`config.mk`:
```
export PLATFORM = sky130hd
export DESIGN_NAME = sfla_ram
export DESIGN_NICKNAME = d
export VERILOG_FILES = /design/src/sv/size_class_free_list_allocator_assert.svh /design/src/sv/sfla_ram.sv
export SDC_FILE = /design/constraint.sdc
export NUM_CORES = 1
export LEC_CHECK = 0
export ABC_AREA = 1
export ABC_CLOCK_PERIOD_IN_PS = 1000
export BUFFER_PORTS_ARGS = -buffer_cell sky130_fd_sc_hd__buf_2
export CAP_MARGIN = 20
export CORE_ASPECT_RATIO = 0.7
export CORE_MARGIN = 2
export CORE_UTILIZATION = 55
export DETAILED_ROUTE_END_ITERATION = 7
export GPL_TIMING_DRIVEN = 0
export PLACE_DENSITY = 0.73
export SLEW_MARGIN = 10
export SYNTH_ARGS = -nofsm -noshare
export SYNTH_HDL_FRONTEND = slang
export SYNTH_SLANG_ARGS = --single-unit
```
`constraint.sdc`:
```
create_clock -name clk_i -period 1 [get_ports clk_i]
set_input_delay 0.05 -clock clk_i [delete_from_list [all_inputs] [get_ports clk_i]]
set_output_delay 0.05 -clock clk_i [all_outputs]
set_load 0.01 [all_outputs]
```
`src/sv/size_class_free_list_allocator_assert.svh`:
```
// Assertion macros shared by the allocator modules.
// They expect clk_i and rst_ni in the scope of the module that uses them.
`ifndef SIZE_CLASS_FREE_LIST_ALLOCATOR_ASSERT_SVH
`define SIZE_CLASS_FREE_LIST_ALLOCATOR_ASSERT_SVH

// The property must hold at every clock edge outside reset.
`define SFLA_ASSERT(label, prop, msg) \
  label: assert property (@(posedge clk_i) disable iff (!rst_ni) prop) \
    else $error(msg);

// The condition must never be true at a clock edge outside reset.
`define SFLA_ASSERT_NEVER(label, cond, msg) \
  label: assert property (@(posedge clk_i) disable iff (!rst_ni) !(cond)) \
    else $error(msg);

`endif

```
`src/sv/sfla_ram.sv`:
```
module sfla_ram #(
  parameter int unsigned WIDTH  = 8,
  parameter int unsigned DEPTH  = 16,
  parameter int unsigned ADDR_W = $clog2(DEPTH)
) (
  input  logic              clk_i,
  input  logic              we_i,
  input  logic [ADDR_W-1:0] waddr_i,
  input  logic [WIDTH-1:0]  wdata_i,
  input  logic              re_i,
  input  logic [ADDR_W-1:0] raddr_i,
  output logic [WIDTH-1:0]  rdata_o
);

  logic [WIDTH-1:0] mem_q [DEPTH];
  logic [WIDTH-1:0] rdata_q;

  // One write port and one read port with registered read data.
  always_ff @(posedge clk_i) begin
    if (we_i) begin
      mem_q[waddr_i] <= wdata_i;
    end
    if (re_i) begin
      rdata_q <= mem_q[raddr_i];
    end
  end

  assign rdata_o = rdata_q;

endmodule

```
==> results of run 1 <==
-- metal layers --
layer | vias up | global-route usage | routed length [um]
li1 | 1864 | - | -
met1 | 1914 | 0.399 | 6330
met2 | 267 | 0.390 | 6480
met3 | 40 | 0.0782 | 1730
met4 | 0 | 0.112 | 340
met5 | - | 0 | 0
-- area by class of cell --
| cell class | instances | area [um2] | area share |
|---|---|---|---|
| Sequential cell | 136 | 4080 | 0.571 |
| Multi-Input combinational cell | 289 | 1630 | 0.227 |
| Clock buffer | 17 | 425 | 0.0594 |
| Inverter | 102 | 383 | 0.0535 |
| Clock inverter | 14 | 181 | 0.0253 |
| Buffer | 24 | 166 | 0.0233 |
| Tap cell | 132 | 165 | 0.0231 |
| Timing Repair Buffer | 24 | 125 | 0.0175 |
-- power by group --
group          internal (mW)  leakage, nW  switching [mW]
Sequential              6.42         1.24          0.0304
Combinational          0.296         1.52           0.718
Clock                   4.12        0.288            2.33
-- worst max-delay path, delay by kind of cell --
kind                   cells  cell delay, ns
and+or+nand+nor            2            1.01
buffers and inverters      1            0.12
-- cell families (layout without fill, tap and decap cells) --
logic type / Yosys count / count (layout) / synth area share
simple gates: 289 / 289 / 0.208
flops: 136 / 136 / 0.698
buf+inv: 126 / 181 / 0.0939
-- what timing repair did --
| item | CTS | global route |
|---|---|---|
| gates resized for setup | 50 | 55 |
| hold endpoints to repair | 8 | 0 |
| hold buffers | 1 | 0 |
| pin swaps | 33 | 15 |
| endpoints found under the setup margin | 72 | 83 |
-- synthesized netlist by cell type --
library cell	n	share of area
edfxtp_1	136	0.70
nor2_1	17	0.011
nand3_1	97	0.083
buf_6	6	0.012
buf_2	13	0.011
nand3b_1	2	0.0026
inv_2	2	0.0013
nand2_1	173	0.11
inv_1	100	0.064
buf_1	1	0.00064
buf_4	4	0.0051
-- registers in the layout, summed over array words and instances (netlist names) --
signal / flops
mem_q: 128
rdata_o: 8
-- per-stage QoR --
stage | setup slack (ns) | cell area [um2] | TNS (ns) | util
final | -0.140 | 7160 | -3.93 | 0.691
after global routing | -0.174 | 7160 | -5.20 | 0.691
after CTS | -0.116 | 6950 | -3.01 | 0.671
after detailed placement | -0.565 | 6130 | -57.69 | 0.592
after global placement | -0.518 | 6130 | -52.88 | 0.592
after floorplan | -0.000845 | 5850 | -0.0540 | -
-- worst paths after layout --
| check | startpoint | end | depth (start not counted) |
|---|---|---|---|
| min reg2reg | mem_q[7][4]$_DFFE_PP_ | rdata_o[4]$_DFFE_PP_ | 6 |
| min | wdata_i[2] | mem_q[9][2]$_DFFE_PP_ | 1 |
| max reg2reg | mem_q[2][7]$_DFFE_PP_ | rdata_o[7]$_DFFE_PP_ | 6 |
| max | waddr_i[3] | mem_q[6][7]$_DFFE_PP_ | 3 |
==> impl_results.md, run 1 <==
- Status: finished, violations left
- Violated checks: setup timing
- Clk sinks: 136
- Detailed placement HPWL: 9.08 mm
- Post-DRT Antenna Nets: 0
- Synthesis warning total: 0
- Leakage: around 3.0 nW
- CP Launch Type: input pin
- Fin crit share: 1.14
- Router iterations before antenna repair: 6
- Final Setup Violations: 32
- Synth Instances: 551
- Crit-path max cell delay: between 0.7 and 0.8 ns
- Minimum clock period: 1.14 ns
- Syn Std Cell Area: a little under 6000 um2
- Clk_lat worst skew: 0.42 ns
- Core Area: 10,400 um2
- Distinct cells, synth: 11
- FILL cells: just over 700
- Antenna cells: 0
- Vias in the first global route: 4,007
- Pin count of the biggest net entering global routing: 17
- Worst-path cell chain: buf_2 > nand3b_1 > nor2_1
- Pwr dens: around 1900 nW/um2
- Chip Height: approximately 90 um
- Worst VDD drop: 1.66 mV
- Worst Setup End Kind: register
- Postcts setup bufs: 0
- R2r setup slk: -0.13 ns
- DR vias: 4,085
- Reg clk slew, reported paths: 0.06 ns
- Gr ovfl total: 0
- Via density: 5.54
- DRC: 0
- Tot Pwr: roughly 14 mW
- H-tree levels: 4
- Initial Utilization: 0.565
- CTS max path bufs: 2
- Gr usage total: 0.274
- Non-filler instance count after layout: 738
- Routability Congestion: between 0.9 and 1
- First-pass GRT wire length: 22.4 mm
- Slew @ Worst Pin: 0.912 ns
- First DRT Iteration DRCs: 530
- TritonCTS clock tree: done
- Initial antenna violation count: 0
- Setup CP Type: in2reg
- Clk_skew: 0.00407 ns
- Worst endpoint required time: 1.04 ns
- Rows: 31
- IO Count: 27
- Num CTS Buffers: 17
- Syn_area_per_cell: 10.6 um2
- Max Transition Viols Final: 0
- Final hold viol count: 0
- Worst min path class: in2reg
- Synthesized flop and latch total: 136
- Commonest non-fill, non-tap cell in the layout: nand2_1
- Die area: 11,500 um2
- Nets@finish: 613
- Commonest non-fill, non-tap cells in the layout: 146 x nand2_1, 136 x edfxtp_1, 97 x inv_1
- Layout Area Growth over Synthesis: 22.4%
- Layout cells sized above 1: 0.299
- F_max: 877 MHz
- Min Hold Slack: 0.0565 ns
- Placed Instances: 706
- Sequential fraction of the synthesis area: 0.698
- Slowest-stage cell, CP: nor2_1
- Root Buffer: clkbuf_16
- Die width: roughly 130 um
- Wirelength, routed: 14.9 mm
- Port-buffer cells: 23
- RSZ-0062 raised after global routing: true
- WL per Instance: 20.2 um
- Worst-path maximum fanout: 8
- Post-route setup slack: -0.140 ns
- Crit path arrival time: 1.18 ns
- Syn_nets: 570
- Max-cap viol count: 0
- Slew HR: 0.390
Power figures use the tool's default switching activity.
==> run 2: changes to the inputs <==
==> constraint.sdc (replaced) <==
create_clock -name clk_i -period 1 [get_ports clk_i]
set_input_delay 0.3 -clock clk_i [delete_from_list [all_inputs] [get_ports clk_i]]
set_output_delay 0.3 -clock clk_i [all_outputs]
set_load 0.01 [all_outputs]
==> run 2 against run 1 <==
The flow still finishes with violations (setup timing). Worst setup slack lost 0.10 ns. Clock skew up 0.0018 ns. Combinational power rose by 16%. Fmax decreased by 8.2%.
==> impl_results.md, run 2 (synthesized netlist as in run 1, its figures left out) <==
- Status: finished, violations left
- Violated checks: setup timing
- Via density: 5.58
- Layout Area Growth over Synthesis: 29.4%
- Fin crit share: 1.24
- Wirelength, routed: 16.0 mm
- FILL cells: 674
- Commonest non-fill, non-tap cells in the layout: 137 x nand2_1, 136 x edfxtp_1, 97 x inv_1
- Nets@finish: 621
- Chip Height: 90.3 um
- First DRT Iteration DRCs: 467
- IO Count: 27
- Buf/Inv on CP: 1
- Max Transition Viols Final: 0
- Vias in the first global route: 3,936
- DRC: 0
- Minimum clock period: 1.24 ns
- Number of flip-flops in the largest register: 128
- Finished Core Util: 0.731
- Die width: 127 um
- Slowest-stage cell, CP: edfxtp_1
- Worst endpoint required time: 0.70 ns
- Min Hold Slack: 0.244 ns
- Placed Instances: 706
- Worst min path class: in2reg
- WL per Instance: ~21 um
- Die area: 11,500 um2
- TritonCTS clock tree: done
- Final Setup Violations: 16
- First-pass GRT wire length: roughly 23 mm
- Clk sinks: 136
- Worst VDD drop: 1.71 mV
- Initial antenna violation count: 0
- Layout cells sized above 1: 0.334
- Clk_lat worst skew: 0.43 ns
- Pin count of the biggest net entering global routing: 17
- Delay-heaviest family, CP: flip-flops
- Slew @ Worst Pin: 0.443 ns
- Worst-path maximum fanout: 1
- Detailed placement HPWL: 9.81 mm
- Reg clk slew, reported paths: 0.06 ns
- Worst Setup End Kind: primary output
- Core Area: just over 10,000 um2
- H-tree levels: 4
- Pwr dens: between 1500 and 2000 nW/um2
- DR vias: 4,166
- Setup CP Type: reg2out
- Post-DRT Antenna Nets: 0
- Top reg by flops: mem_q
- Antenna cells: 0
- Clk_skew: 0.00586 ns
- F_max: 806 MHz
- RSZ-0062 raised after global routing: true
- Final hold viol count: 0
- Router iterations before antenna repair: 5
- Port-buffer cells: 23
- Gr usage total: 0.290
- Slew HR: 0.704
- Non-filler instance count after layout: about 750
- Initial Utilization: 0.565
- Post-route setup slack: -0.241 ns
- Root Buffer: clkbuf_16
- Gr ovfl total: 0
- Num CTS Buffers: 17
- Max-cap viol count: 0
- CP Launch Type: register
- Commonest non-fill, non-tap cell in the layout: nand2_1
- CTS max path bufs: 2
- Rows: 31
- Routability Congestion: 0.890
- Crit-path max cell delay: 0.37 ns
- Leakage: 3.16 nW
- Worst-path cell chain: buf_2
- Crit path arrival time: approximately 0.94 ns
==> run 2: changes by cell type in the layout (fill, tap and decap cells not counted), sizes merged <==
cell         before  now
dlygate4sd3       1    0
clkinvlp          3    2
buf              47   55
clkbuf           17   19
==> run 2: routing by layer <==
| layer | vias up | part of all wire | track usage |
|---|---|---|---|
| met5 | - | 0 | 0 |
| met4 | 0 | 0.013 | 0.0788 |
| met3 | 27 | 0.11 | 0.0723 |
| met2 | 236 | 0.45 | 0.426 |
| met1 | 2013 | 0.42 | 0.436 |
| li1 | 1890 | - | - |
==> run 2: stage by stage <==
stage	setup TNS, ns	area, um2	power (mW)	worst slack [ns]
after global placement	-58.76	6360	7.49	-0.665
after global routing	-3.19	7570	14.5	-0.287
after floorplan	-12.33	6080	7.12	-0.174
after detailed placement	-62.76	6360	7.51	-0.690
final	-2.49	7570	14.2	-0.241
after CTS	-9.82	7310	14.0	-0.256
==> run 2: final timing paths <==
check,cells past startpoint,startpoint,slack (ns),end
worst min-delay path,1,re_i,0.24,rdata_o[2]$_DFFE_PP_
worst max-delay path,1,rdata_o[1]$_DFFE_PP_,-0.24,rdata_o[1]
worst max register to register,6,mem_q[0][5]$_DFFE_PP_,-0.13,rdata_o[5]$_DFFE_PP_
worst min register to register,6,mem_q[3][1]$_DFFE_PP_,0.76,rdata_o[1]$_DFFE_PP_
==> run 2: power breakdown <==
part / internal, mW / switching (mW)
logic: 0.377 / 0.795
clock network: 4.14 / 2.39
registers: 6.42 / 0.0331
total: 10.9 / 3.22
==> run 2: timing repair <==
item | 4_1_cts | 5_1_grt
hold buffers | 0 | 0
setup endpoints to repair | 80 | 64
resized for setup | 66 | 38
pin swaps | 35 | 32
setup buffers | 3 | 6
==> run 2: final cells by class <==
type	count	area [um2]	area share
buffer	24	254	0.0336
sequential	136	4080	0.540
timing repair buffer	32	262	0.0346
multi-input combinational	289	1800	0.238
inverter	102	390	0.0516
tap	132	165	0.0218
clock buffer	18	429	0.0567
clock inverter	13	179	0.0236
==> run 3: changes to the inputs <==
PLACE_DENSITY = 0.75   (was 0.73)
==> run 3 against run 2 <==
The run still ends with setup timing left. Routed wire length fell by 6.4%. Largest cell class unchanged. Combinational power fell by 3%. Via count fell by 2.1%. Worst hold slack improved by 0.014 ns.
==> impl_results.md, run 3 (synthesized netlist as in run 1, its figures left out) <==
- Min Hold Slack: 0.258 ns
- Delay-heaviest family, CP: flip-flops
- DRC: 0
- Router iterations before antenna repair: 5
- Clk_lat worst skew: around 0.42 ns
- First-pass GRT wire length: 22.3 mm
- Reg clk slew, reported paths: 0.06 ns
- Clk_skew: 0.00737 ns
- Status: finished, violations left
- Tot Pwr: 13.7 mW
- Num CTS Buffers: 17
- Initial Utilization: 0.565
- Pin count of the biggest net entering global routing: 17
- Final hold viol count: 0
- Critical path depth: 1
- Placed Instances: 706
- Die area: 11,500 um2
- Fin crit share: 1.25
- Worst R2R Path Depth: 6
- Placed Area: 6360 um2
- Top reg by flops: mem_q
- Die width: 127 um
- Max-cap viol count: 0
- Commonest non-fill, non-tap cell in the layout: edfxtp_1
- Worst min path class: in2reg
- Final instance area: between 7000 and 8000 um2
- Gr usage total: 0.273
- Initial antenna violation count: 0
- Minimum clock period: 1.25 ns
- Vias in the first global route: 3,776
- Slowest-stage cell, CP: edfxtp_1
- Rows: 31
- CTS max path bufs: 2
- Crit path arrival time: ~0.95 ns
- Slew @ Worst Pin: 0.415 ns
- Crit-path max cell delay: 0.38 ns
- Worst-path cell chain: buf_2
- Worst Setup End Kind: primary output
- Number of flip-flops in the largest register: around 130
- TritonCTS clock tree: done
- Max Transition Viols Final: 0
- RSZ-0062 raised after global routing: true
- Leakage: 3.13 nW
- Layout Area Growth over Synthesis: 28.3%
- Gr ovfl total: 0
- Clk sinks: roughly 140
- Pwr dens: between 1500 and 2000 nW/um2
- Worst slack, placed: -0.648 ns
- Setup TNS: -2.49 ns
- Post-route setup slack: -0.245 ns
- Layout cells sized above 1: 0.343
- Finished Core Util: 0.725
- Detailed placement HPWL: approximately 9.4 mm
- Antenna cells: 0
- Post-DRT Antenna Nets: 0
- Worst VDD drop: 1.44 mV
- CP Launch Type: register
- Port-buffer cells: 23
- Min-Delay Path Depth: 1
- Hold buffers post-CTS: 0
- WL per Instance: 20.0 um
- F_max: 803 MHz
- Setup CP Type: reg2out
- Chip Height: 90.3 um
- Core Area: 10,400 um2
- Wirelength, routed: 15.0 mm
- Nets@finish: 621
- Violated checks: setup timing
- Slew HR: 0.723
- Worst-path maximum fanout: 1
- Routability Congestion: 0.893
- IO Count: 27
- Commonest non-fill, non-tap cells in the layout: 136 x edfxtp_1, 135 x nand2_1, 96 x inv_1
- Root Buffer: clkbuf_16
- Buf/Inv on CP: 1
- Final Setup Violations: 16
- Non-filler instance count after layout: 747
- DR vias: 4,079
- Via density: 5.46
- First DRT Iteration DRCs: approximately 620
- Worst endpoint required time: approximately 0.70 ns
- H-tree levels: 4
==> run 3: worst paths after layout <==
check,startpoint,end,slack (ns)
setup / recovery,rdata_o[2]$_DFFE_PP_,rdata_o[2],-0.25
hold / removal,re_i,rdata_o[1]$_DFFE_PP_,0.26
setup reg to reg,mem_q[2][4]$_DFFE_PP_,rdata_o[4]$_DFFE_PP_,-0.13
hold reg to reg,mem_q[4][7]$_DFFE_PP_,rdata_o[7]$_DFFE_PP_,0.78
==> run 3: area by class of cell <==
class	count	area [um2]
sequential	136	4080
fill	670	2850
multi-input combinational	289	1770
clock buffer	17	425
inverter	102	390
timing repair buffer	32	258
buffer	24	254
tap	132	165
clock inverter	15	153
==> run 3: repair_timing <==
action,in CTS,in global routing
pin swaps,28,33
setup endpoints to repair,80,80
resized for setup,46,51
cloned,0,0
endpoints found under the hold margin,0,0
buffers inserted,5,4
==> run 3: per-layer routing <==
metal,share of wire,vias to the layer above,global-route usage,wire [um]
met3,0.11,16,0.0889,1650
met5,0,-,0,0
met4,0.012,0,0.0723,178
met2,0.44,216,0.374,6650
met1,0.43,1952,0.423,6500
li1,-,1895,-,-
==> run 3: where the power goes <==
group          leakage, nW  switching [mW]  internal, mW  total [mW]
clock network        0.271            2.42          3.66        6.09
registers             1.24          0.0333          6.42        6.46
logic                 1.63           0.760         0.366        1.13
