<file path="src/sv/size_class_free_list_allocator_assert.svh">
// Assertion macros shared by the allocator modules.
// They expect clk_i and rst_ni in the scope of the module that uses them.
`ifndef SIZE_CLASS_FREE_LIST_ALLOCATOR_ASSERT_SVH
`define SIZE_CLASS_FREE_LIST_ALLOCATOR_ASSERT_SVH

// The property must hold at every clock edge outside reset.
`define SFLA_ASSERT(label, prop, msg) \
  label: assert property (@(posedge clk_i) disable iff (!rst_ni) prop) \
    else $error(msg);

// The condition must never be true at a clock edge outside reset.
`define SFLA_ASSERT_NEVER(label, cond, msg) \
  label: assert property (@(posedge clk_i) disable iff (!rst_ni) !(cond)) \
    else $error(msg);

`endif

</file>
<file path="src/sv/sfla_pkg.sv">
package sfla_pkg;

  // Sizing of the allocator.
  localparam int unsigned MAX_BLOCK_BYTES = 16384;
  localparam int unsigned GRAIN_BYTES     = 8;
  localparam int unsigned NODES_PER_CHUNK = 64;
  localparam int unsigned POOL_BYTES      = 1048576;

  // Field widths of the request and response words.
  localparam int unsigned SIZE_W = 15;
  localparam int unsigned ADDR_W = 20;

  // Derived sizes.
  localparam int unsigned NUM_CLASSES = (MAX_BLOCK_BYTES + GRAIN_BYTES - 1) / GRAIN_BYTES;
  localparam int unsigned CLS_W       = $clog2(NUM_CLASSES);
  localparam int unsigned NODE_W      = $clog2(NUM_CLASSES * GRAIN_BYTES + 1);
  localparam int unsigned CNT_W       = $clog2(NODES_PER_CHUNK + 1);
  localparam int unsigned POOL_W      = $clog2(POOL_BYTES + 1);
  localparam int unsigned LINK_DEPTH  = POOL_BYTES / GRAIN_BYTES;
  localparam int unsigned LINK_W      = $clog2(LINK_DEPTH);

  // Command codes.
  localparam logic CMD_ALLOC = 1'b0;
  localparam logic CMD_FREE  = 1'b1;

  // Response status codes.
  localparam logic [1:0] STAT_OK        = 2'd0;
  localparam logic [1:0] STAT_SIZE      = 2'd1;
  localparam logic [1:0] STAT_EXHAUSTED = 2'd2;

  typedef struct packed {
    logic              command;
    logic [SIZE_W-1:0] size_bytes;
    logic [ADDR_W-1:0] block_address;
  } sfla_req_t;

  typedef struct packed {
    logic [ADDR_W-1:0] granted_address;
    logic [1:0]        status;
  } sfla_rsp_t;

  // Top of a free stack; empty marks a stack with no entry.
  typedef struct packed {
    logic              empty;
    logic [ADDR_W-1:0] addr;
  } head_t;

  // One entry of the class table.
  typedef struct packed {
    head_t             head;
    logic [ADDR_W-1:0] carve_next;
    logic [CNT_W-1:0]  carve_left;
  } cls_word_t;

  // Chunk geometry for one class.
  typedef struct packed {
    logic [CNT_W-1:0]  count;
    logic [NODE_W-1:0] chunk;
  } div_res_t;

  localparam cls_word_t CLS_WORD_RESET = '{
    head: '{empty: 1'b1, addr: '0},
    carve_next: '0,
    carve_left: '0
  };

endpackage

</file>
<file path="src/sv/sfla_chunk_div.sv">
`include "size_class_free_list_allocator_assert.svh"

module sfla_chunk_div (
  input  logic                         clk_i,
  input  logic                         rst_ni,
  input  logic                         start_i,
  input  logic [sfla_pkg::NODE_W-1:0]  node_i,
  output logic                         done_o,
  output sfla_pkg::div_res_t           res_o
);
  import sfla_pkg::*;

  localparam int unsigned TRIAL_W = NODE_W + CNT_W;
  localparam int unsigned BIT_W   = $clog2(CNT_W);

  logic               busy_q, busy_d;
  logic               done_q, done_d;
  logic [BIT_W-1:0]   bit_q, bit_d;
  logic [CNT_W-1:0]   q_q, q_d;
  logic [NODE_W-1:0]  prod_q, prod_d;
  logic [NODE_W-1:0]  node_q, node_d;
  logic [TRIAL_W-1:0] cap_prod;
  logic [TRIAL_W-1:0] trial;

  // A full chunk of the node limit, checked against the chunk byte limit.
  assign cap_prod = TRIAL_W'(node_i) * TRIAL_W'(NODES_PER_CHUNK);

  // Next partial product when the current quotient bit is set.
  assign trial = TRIAL_W'(prod_q) + (TRIAL_W'(node_q) << bit_q);

  // Restoring division, one quotient bit per cycle, most significant first.
  always_comb begin
    busy_d = busy_q;
    done_d = 1'b0;
    bit_d  = bit_q;
    q_d    = q_q;
    prod_d = prod_q;
    node_d = node_q;
    if (start_i) begin
      node_d = node_i;
      if (cap_prod <= TRIAL_W'(MAX_BLOCK_BYTES)) begin
        q_d    = CNT_W'(NODES_PER_CHUNK);
        prod_d = NODE_W'(cap_prod);
        done_d = 1'b1;
      end else if (32'(node_i) > MAX_BLOCK_BYTES) begin
        // A node above the byte limit makes a chunk of one node.
        q_d    = CNT_W'(1);
        prod_d = node_i;
        done_d = 1'b1;
      end else begin
        q_d    = '0;
        prod_d = '0;
        bit_d  = BIT_W'(CNT_W - 1);
        busy_d = 1'b1;
      end
    end else if (busy_q) begin
      if (trial <= TRIAL_W'(MAX_BLOCK_BYTES)) begin
        q_d    = q_q | (CNT_W'(1) << bit_q);
        prod_d = NODE_W'(trial);
      end
      if (bit_q == '0) begin
        busy_d = 1'b0;
        done_d = 1'b1;
      end else begin
        bit_d = bit_q - BIT_W'(1);
      end
    end
  end

  always_ff @(posedge clk_i or negedge rst_ni) begin
    if (!rst_ni) begin
      busy_q <= 1'b0;
      done_q <= 1'b0;
    end else begin
      busy_q <= busy_d;
      done_q <= done_d;
    end
  end

  always_ff @(posedge clk_i) begin
    bit_q  <= bit_d;
    q_q    <= q_d;
    prod_q <= prod_d;
    node_q <= node_d;
  end

  assign done_o      = done_q;
  assign res_o.count = q_q;
  assign res_o.chunk = prod_q;

  `SFLA_ASSERT_NEVER(a_start_while_busy, start_i && busy_q,
                     "Divider started while a division is running")
  `SFLA_ASSERT(a_done_count_range,
               done_o |-> (q_q != '0) && (32'(q_q) <= NODES_PER_CHUNK),
               "Chunk node count out of range")
  `SFLA_ASSERT(a_done_after_last_bit, busy_q && (bit_q == '0) |=> done_q && !busy_q,
               "Division did not finish after its last quotient bit")

endmodule

</file>
<file path="config.mk">
export PLATFORM = sky130hd
export DESIGN_NAME = sfla_chunk_div
export DESIGN_NICKNAME = d
export VERILOG_FILES = /design/src/sv/sfla_pkg.sv /design/src/sv/sfla_chunk_div.sv
export VERILOG_INCLUDE_DIRS = /design/src /design/src/sv
export SDC_FILE = /design/constraint.sdc
export NUM_CORES = 1
export LEC_CHECK = 0
export BUFFER_PORTS_ARGS = -buffer_cell sky130_fd_sc_hd__buf_2
export CAP_MARGIN = 20
export CORE_MARGIN = 2
export CORE_UTILIZATION = 45
export DETAILED_ROUTE_END_ITERATION = 8
export HOLD_SLACK_MARGIN = 0.1
export PLACE_DENSITY = 0.63
export SLEW_MARGIN = 10
export SYNTH_ARGS = -nofsm -noshare
export SYNTH_HDL_FRONTEND = slang
export SYNTH_SLANG_ARGS = --single-unit
</file>
<file path="constraint.sdc">
create_clock -name clk_i -period 6.42 [get_ports clk_i]
set_input_delay 0.963 -clock clk_i [delete_from_list [all_inputs] [get_ports clk_i]]
set_output_delay 0.963 -clock clk_i [all_outputs]
set_load 0.02 [all_outputs]
</file>
==> impl_metrics.toml, run 1 <==
[cts]
clk_latency_ns = 0.30
cts-buffers-inserted = 5
post_cts_buffers = 0
cts_tree = "done"
cts_resized = 0
clk_path_buf_depth = 2
cts_root_buf = "clkbuf_8"
clk_pin_slew_ns = 0.09
cts_hold_buf = 0
clock-sinks = 42
htree_num_levels = 2

[floorplanning]
die_x_um = 88.1
pin_count = 41
die_h_um = 88.1
core_um2 = 6830
dieArea_um2 = 7770
rows = 30
start_util_pct = 46.6

[routing]
ant_nets = 0
drt_pre_antenna_iters = 4
num_vias = 2722
wire_per_inst_um = 17.6
viasPerCell = 5.93
wl_mm = 8.07
drc = 0
drt_iter0_markers = 195

[global_routing]
grt_pass1_wl_mm = 12.8
grt_pass1_vias = 2419
grt_overflow = 0
track_usage_pct = 21.6
grt_antenna_before_repair = 0
grt_start_max_net_pins = 41

[timing]
fmax_ghz = 0.203
tns_ns = 0
clock_skew_ns = 0.00680
setup_viol = 0
post-route-min-period_ns = 4.94
rsz0062_at_grt = "no"
hold_viol = 0
max_slew.worst_pin.slew_ns = 0.853
report.final.slew_viol_count = 0
whs_ns = 0.429
min_period_over_period_pct = 76.9
relSlewSlack_pct = 43.1

[power]
pwr_density_cell_nw_per_um2 = 349
ir_drop_mv = 0.148
p_leak_nw = 1.46

[worst_setup_path]
cp_slowest_cell = "edfxtp_1"
cp_max_fo = 22
worst-setup-path-type = "reg2reg"
worstPathRequired_ns = 6.40
critPathLaunchType = "flip-flop"
worstPathCellList = "mux2_2 -> o21ai_0 -> o22ai_1 -> ha_1 -> a21o_1 -> a221oi_2 -> o221ai_1 -> a21oi_1 -> nand3_1 -> o2bb2ai_1 -> a32oi_1 -> o41ai_4 -> buf_4"
slowest_delay_ns = 0.92
endpoint_kind = "flip-flop"
cp_data_arrival_time_ns = 4.92
path_delay_family = "compound AO/OA/AOI/OAI gates"
critical_path_buf_inv_count = 1

[outcome]
outcome = "finished clean"

[layout]
antenna_cells = 0
fin_util_pct = 52.6
drive_above_1_share_pct = 18.7
nNetsFinal = 401
area_growth_pct = 12.9
most-common-layout-cells = "40 x edfxtp_1, 40 x buf_2, 33 x nand2_1"
final_area_um2 = 3600
fin_cells = 459

[synth]
synth_area_um2 = 3190
synth_ff_type = "edfxtp_1"
async_reset_ff_share_pct = 4.76
ys_types = 58
ys_ff_latch = 42
syn-instance-count = 326
syn_avg_cell_area_um2 = 9.77
synth_warnings = 0
synth-edff-count = 40
ys_seq_area_share_pct = 39.3
syn_nets = 365

[run]
maxCapViolCount = 0

[place]
place_inst = 451
io_buffers = 40
dp_hpwl_mm = 5.99
gp_congestion = 0.883
post_dp_cell_area_um2 = 3490

[worst_hold_path]
min_path_type = "in2async"
==> area by class of cell <==
cell class | instances | area [um^2]
fill | 654 | 3240
multi-input combinational | 261 | 1850
sequential | 42 | 1250
timing repair buffer | 44 | 230
tap | 96 | 120
clock buffer | 6 | 72.6
clock inverter | 2 | 37.5
inverter | 8 | 30.0
==> synthesized netlist by cell type (3+ instances only) <==
master | instances | area share (%)
o211ai_1 | 7 | 1.6
edfxtp_1 | 40 | 38
a22oi_1 | 6 | 1.4
o21bai_1 | 6 | 1.4
a21o_1 | 5 | 1.2
o21ai_0 | 22 | 3.5
nor2_1 | 21 | 2.5
mux2i_1 | 12 | 3.8
mux2_4 | 3 | 1.4
a32oi_1 | 4 | 1.1
xor2_1 | 5 | 1.4
nand2b_1 | 3 | 0.59
nor4_1 | 3 | 0.59
and3_1 | 7 | 1.4
nand3_1 | 6 | 0.94
inv_1 | 7 | 0.82
mux2_2 | 5 | 1.8
and2_1 | 4 | 0.79
clkbuf_1 | 13 | 1.5
a22o_1 | 4 | 1.1
nor3_1 | 14 | 2.2
a21oi_1 | 23 | 3.6
xnor2_1 | 8 | 2.2
nand2_1 | 33 | 3.9
o21a_1 | 3 | 0.71
ha_1 | 20 | 7.9
==> routing by layer <==
layer / part of all wire, % / vias up / routed length (um) / global-route usage (%)
li1: - / 1317 / - / -
met1: 49 / 1280 / 3970 / 33.6
met2: 42 / 117 / 3420 / 30.7
met3: 7.1 / 8 / 574 / 3.68
met4: 1.3 / 0 / 105 / 5.92
met5: 0 / - / 0 / 0
==> power breakdown <==
part	switching [mW]	internal, mW	total [mW]
sequential	0.0325	0.359	0.392
combinational	0.398	0.248	0.646
clock	0.103	0.116	0.219
==> sequential cells by signal (all words and copies together), names as in the netlist <==
name and count:
node_q 15, prod_q 15, q_q 7, bit_q 3, busy_q 1, done_o 1
==> logic make-up (layout without fill, tap and decap cells) <==
kind of cell	count (synthesis)	after routing	synth area share [%]
AOI/OAI and AO/OA	104	104	22.9
xor gates and xnor gates	13	13	3.57
adders and majority gates	21	21	8.48
buffers and inverters	23	60	3.06
DFF	42	42	39.3
muxes	21	21	7.31
and+or+nand+nor	102	102	15.4
==> worst register-to-register path, delay by kind of cell (launching register included) <==
family	cells	cell delay (ns)
simple gates	1	0.12
buf+inv	1	0.36
mux	1	0.44
compound gates	9	2.42
flops	1	0.92
fa+ha+maj	1	0.34
==> final timing paths <==
path / startpoint / endpoint / slack, ns / depth (start not counted)
setup / recovery: bit_q[1] / prod_q[3] / 1.48 / 13
hold / removal: rst_ni / busy_q / 0.43 / 1
setup reg to reg: bit_q[1] / prod_q[3] / 1.48 / 13
hold reg to reg: q_q[2] / q_q[2] / 0.57 / 2
max in group asynchronous: rst_ni / done_o / 5.90 / 1
min in group clk_i: q_q[2] / q_q[2] / 0.57 / 2
==> stage by stage <==
step           power (mW)  setup WS [ns]
5_1_grt              1.34           1.12
2_1_floorplan       0.873           1.21
3_3_place_gp         1.03           1.54
6_report             1.26           1.48
4_1_cts              1.25           1.48
3_5_place_dp         1.03           1.51
Note: power is estimated with default switching activity, not from simulation.
==> inputs of run 2 (changes only) <==
==> constraint.sdc (replaced) <==
create_clock -name clk_i -period 4.6 [get_ports clk_i]
set_input_delay 0.69 -clock clk_i [delete_from_list [all_inputs] [get_ports clk_i]]
set_output_delay 0.69 -clock clk_i [all_outputs]
set_load 0.02 [all_outputs]
==> run 2 against run 1 <==
- critical path depth stayed put
- wire length is 5.6% higher
- count of clock-buffer cells in the layout stayed put
- total power is 38% higher
- sequential power is 40% higher
- critical endpoint is now prod_q[6]
- highest routed layer unchanged
==> impl_metrics.toml, run 2 (synthesis gave the netlist of run 1 again) <==
[outcome]
outcome = "finished clean"

[worst_setup_path]
worstPathCellList = "inv_1 -> nor2_1 -> o32ai_1 -> ha_1 -> and3_1 -> a221oi_2 -> buf_4 -> o221ai_1 -> a21oi_1 -> xor2_1 -> a41oi_1 -> o41ai_4 -> buf_4"
endpoint_kind = "flip-flop"
slowest_delay_ns = 0.51
worst-setup-path-type = "reg2reg"
cp_data_arrival_time_ns = 4.38
cp_slowest_cell = "edfxtp_1"
worstPathRequired_ns = 4.60
critPathLaunchType = "flip-flop"
cp_max_fo = 14
cp_common_cell = "buf_4"

[cts]
cts_tree = "done"
cts-buffers-inserted = 5
clk_path_buf_depth = 2
clk_latency_ns = 0.30
cts_resized = 0
htree_num_levels = 2
clk_pin_slew_ns = 0.08
clock-sinks = 42
cts_root_buf = "clkbuf_8"
cts_hold_buf = 0

[timing]
whs_ns = 0.166
fmax_ghz = 0.228
min_period_over_period_pct = 95.3
clock_skew_ns = 0.00648
relSlewSlack_pct = 48.8
hold_viol = 0
max_slew.worst_pin.slew_ns = 0.749
post-route-min-period_ns = 4.38
setup_viol = 0
report.final.slew_viol_count = 0

[power]
ir_drop_mv = 0.278
pwr_density_cell_nw_per_um2 = 474
p_leak_nw = 1.51
power.total_mw = 1.74

[floorplanning]
core_um2 = 6830
die_h_um = 88.1
die_x_um = 88.1
start_util_pct = 46.6
dieArea_um2 = 7770
pin_count = 41
rows = 30

[place]
post_dp_cell_area_um2 = 3570
gp_congestion = 0.840
io_buffers = 40
dp_hpwl_mm = 6.53

[global_routing]
grt_start_max_net_pins = 41
grt_pass1_wl_mm = 13.4
grt_overflow = 0
grt_pass1_vias = 2608
track_usage_pct = 22.6
grt_antenna_before_repair = 0

[routing]
ant_nets = 0
viasPerCell = 5.87
wire_per_inst_um = 18.1
num_vias = 2772
wl_mm = 8.53
drt_iter0_markers = 134
drc = 0
drt_pre_antenna_iters = 7

[layout]
area_growth_pct = 15.2
nNetsFinal = 414
most-common-layout-cells = "40 x edfxtp_1, 40 x buf_2, 33 x nand2_1"
final_area_um2 = 3670
drive_above_1_share_pct = 21.5
antenna_cells = 0
top_regs = "node_q (15), prod_q (15), q_q (7)"
fill_cells = 648

[run]
maxCapViolCount = 0

[worst_hold_path]
min_path_type = "in2async"
==> run 2: cell count changes in the layout (fill, tap and decap cells not counted), sizes merged <==
cell / before / now
bufinv: 1 / 0
buf: 44 / 57
clkinvlp: 1 / 2
==> run 2: cell type report <==
type | instances | area [um^2] | area share (%)
well taps | 96 | 120 | 3.27
inverters | 8 | 30.0 | 0.818
clock buffers | 6 | 72.6 | 1.98
repair buffers | 57 | 328 | 8.93
multi-input cells | 261 | 1850 | 50.5
flip-flops and latches | 42 | 1250 | 34.1
clock inverters | 2 | 15.0 | 0.409
==> run 2: worst paths after layout <==
check,from,endpoint,slack (ns),cells after the start
max,bit_q[0],prod_q[6],0.22,13
min,rst_ni,done_o,0.17,1
max reg2reg,bit_q[0],prod_q[6],0.22,13
min reg2reg,q_q[1],q_q[1],0.58,2
max in group asynchronous,rst_ni,busy_q,4.34,1
min in group clk_i,q_q[1],q_q[1],0.58,2
==> run 2: routing by layer <==
layer,wire (um),track usage (%)
met1,4140,33.7
met2,3840,35.7
met3,504,2.92
met4,51,4.13
met5,0,0
==> run 2: through the flow <==
| step | util, % | TNS [ns] | setup WS [ns] | std cells |
|---|---|---|---|---|
| after floorplan | - | 0 | 0.0453 | 326 |
| after global placement | 52.2 | 0 | 0.267 | 462 |
| after detailed placement | 52.2 | 0 | 0.220 | 462 |
| after CTS | 53.5 | 0 | 0.198 | 470 |
| after global routing | 53.7 | -0.123 | -0.00992 | 472 |
| final | 53.7 | 0 | 0.218 | 472 |
==> run 2: worst max-delay path: cells and delay by family, from the launching register on <==
kind                     cells  cell delay [ns]
AO/OA/AOI/OAI                6             1.74
buffers and inverters        3             0.83
flip-flops                   1             0.51
XOR/XNOR                     1             0.34
AND/OR/NAND/NOR              2             0.32
adder cells (fa/ha/maj)      1             0.32
==> run 2: repair_timing <==
item / CTS / global route
endpoints found under the hold margin: 0 / 0
setup buffers: 0 / 2
endpoints found under the setup margin: 0 / 22
==> run 2: where the power goes <==
group	internal [mW]	switching (mW)
registers	0.502	0.0455
clock network	0.107	0.136
logic	0.367	0.582
total	0.976	0.763
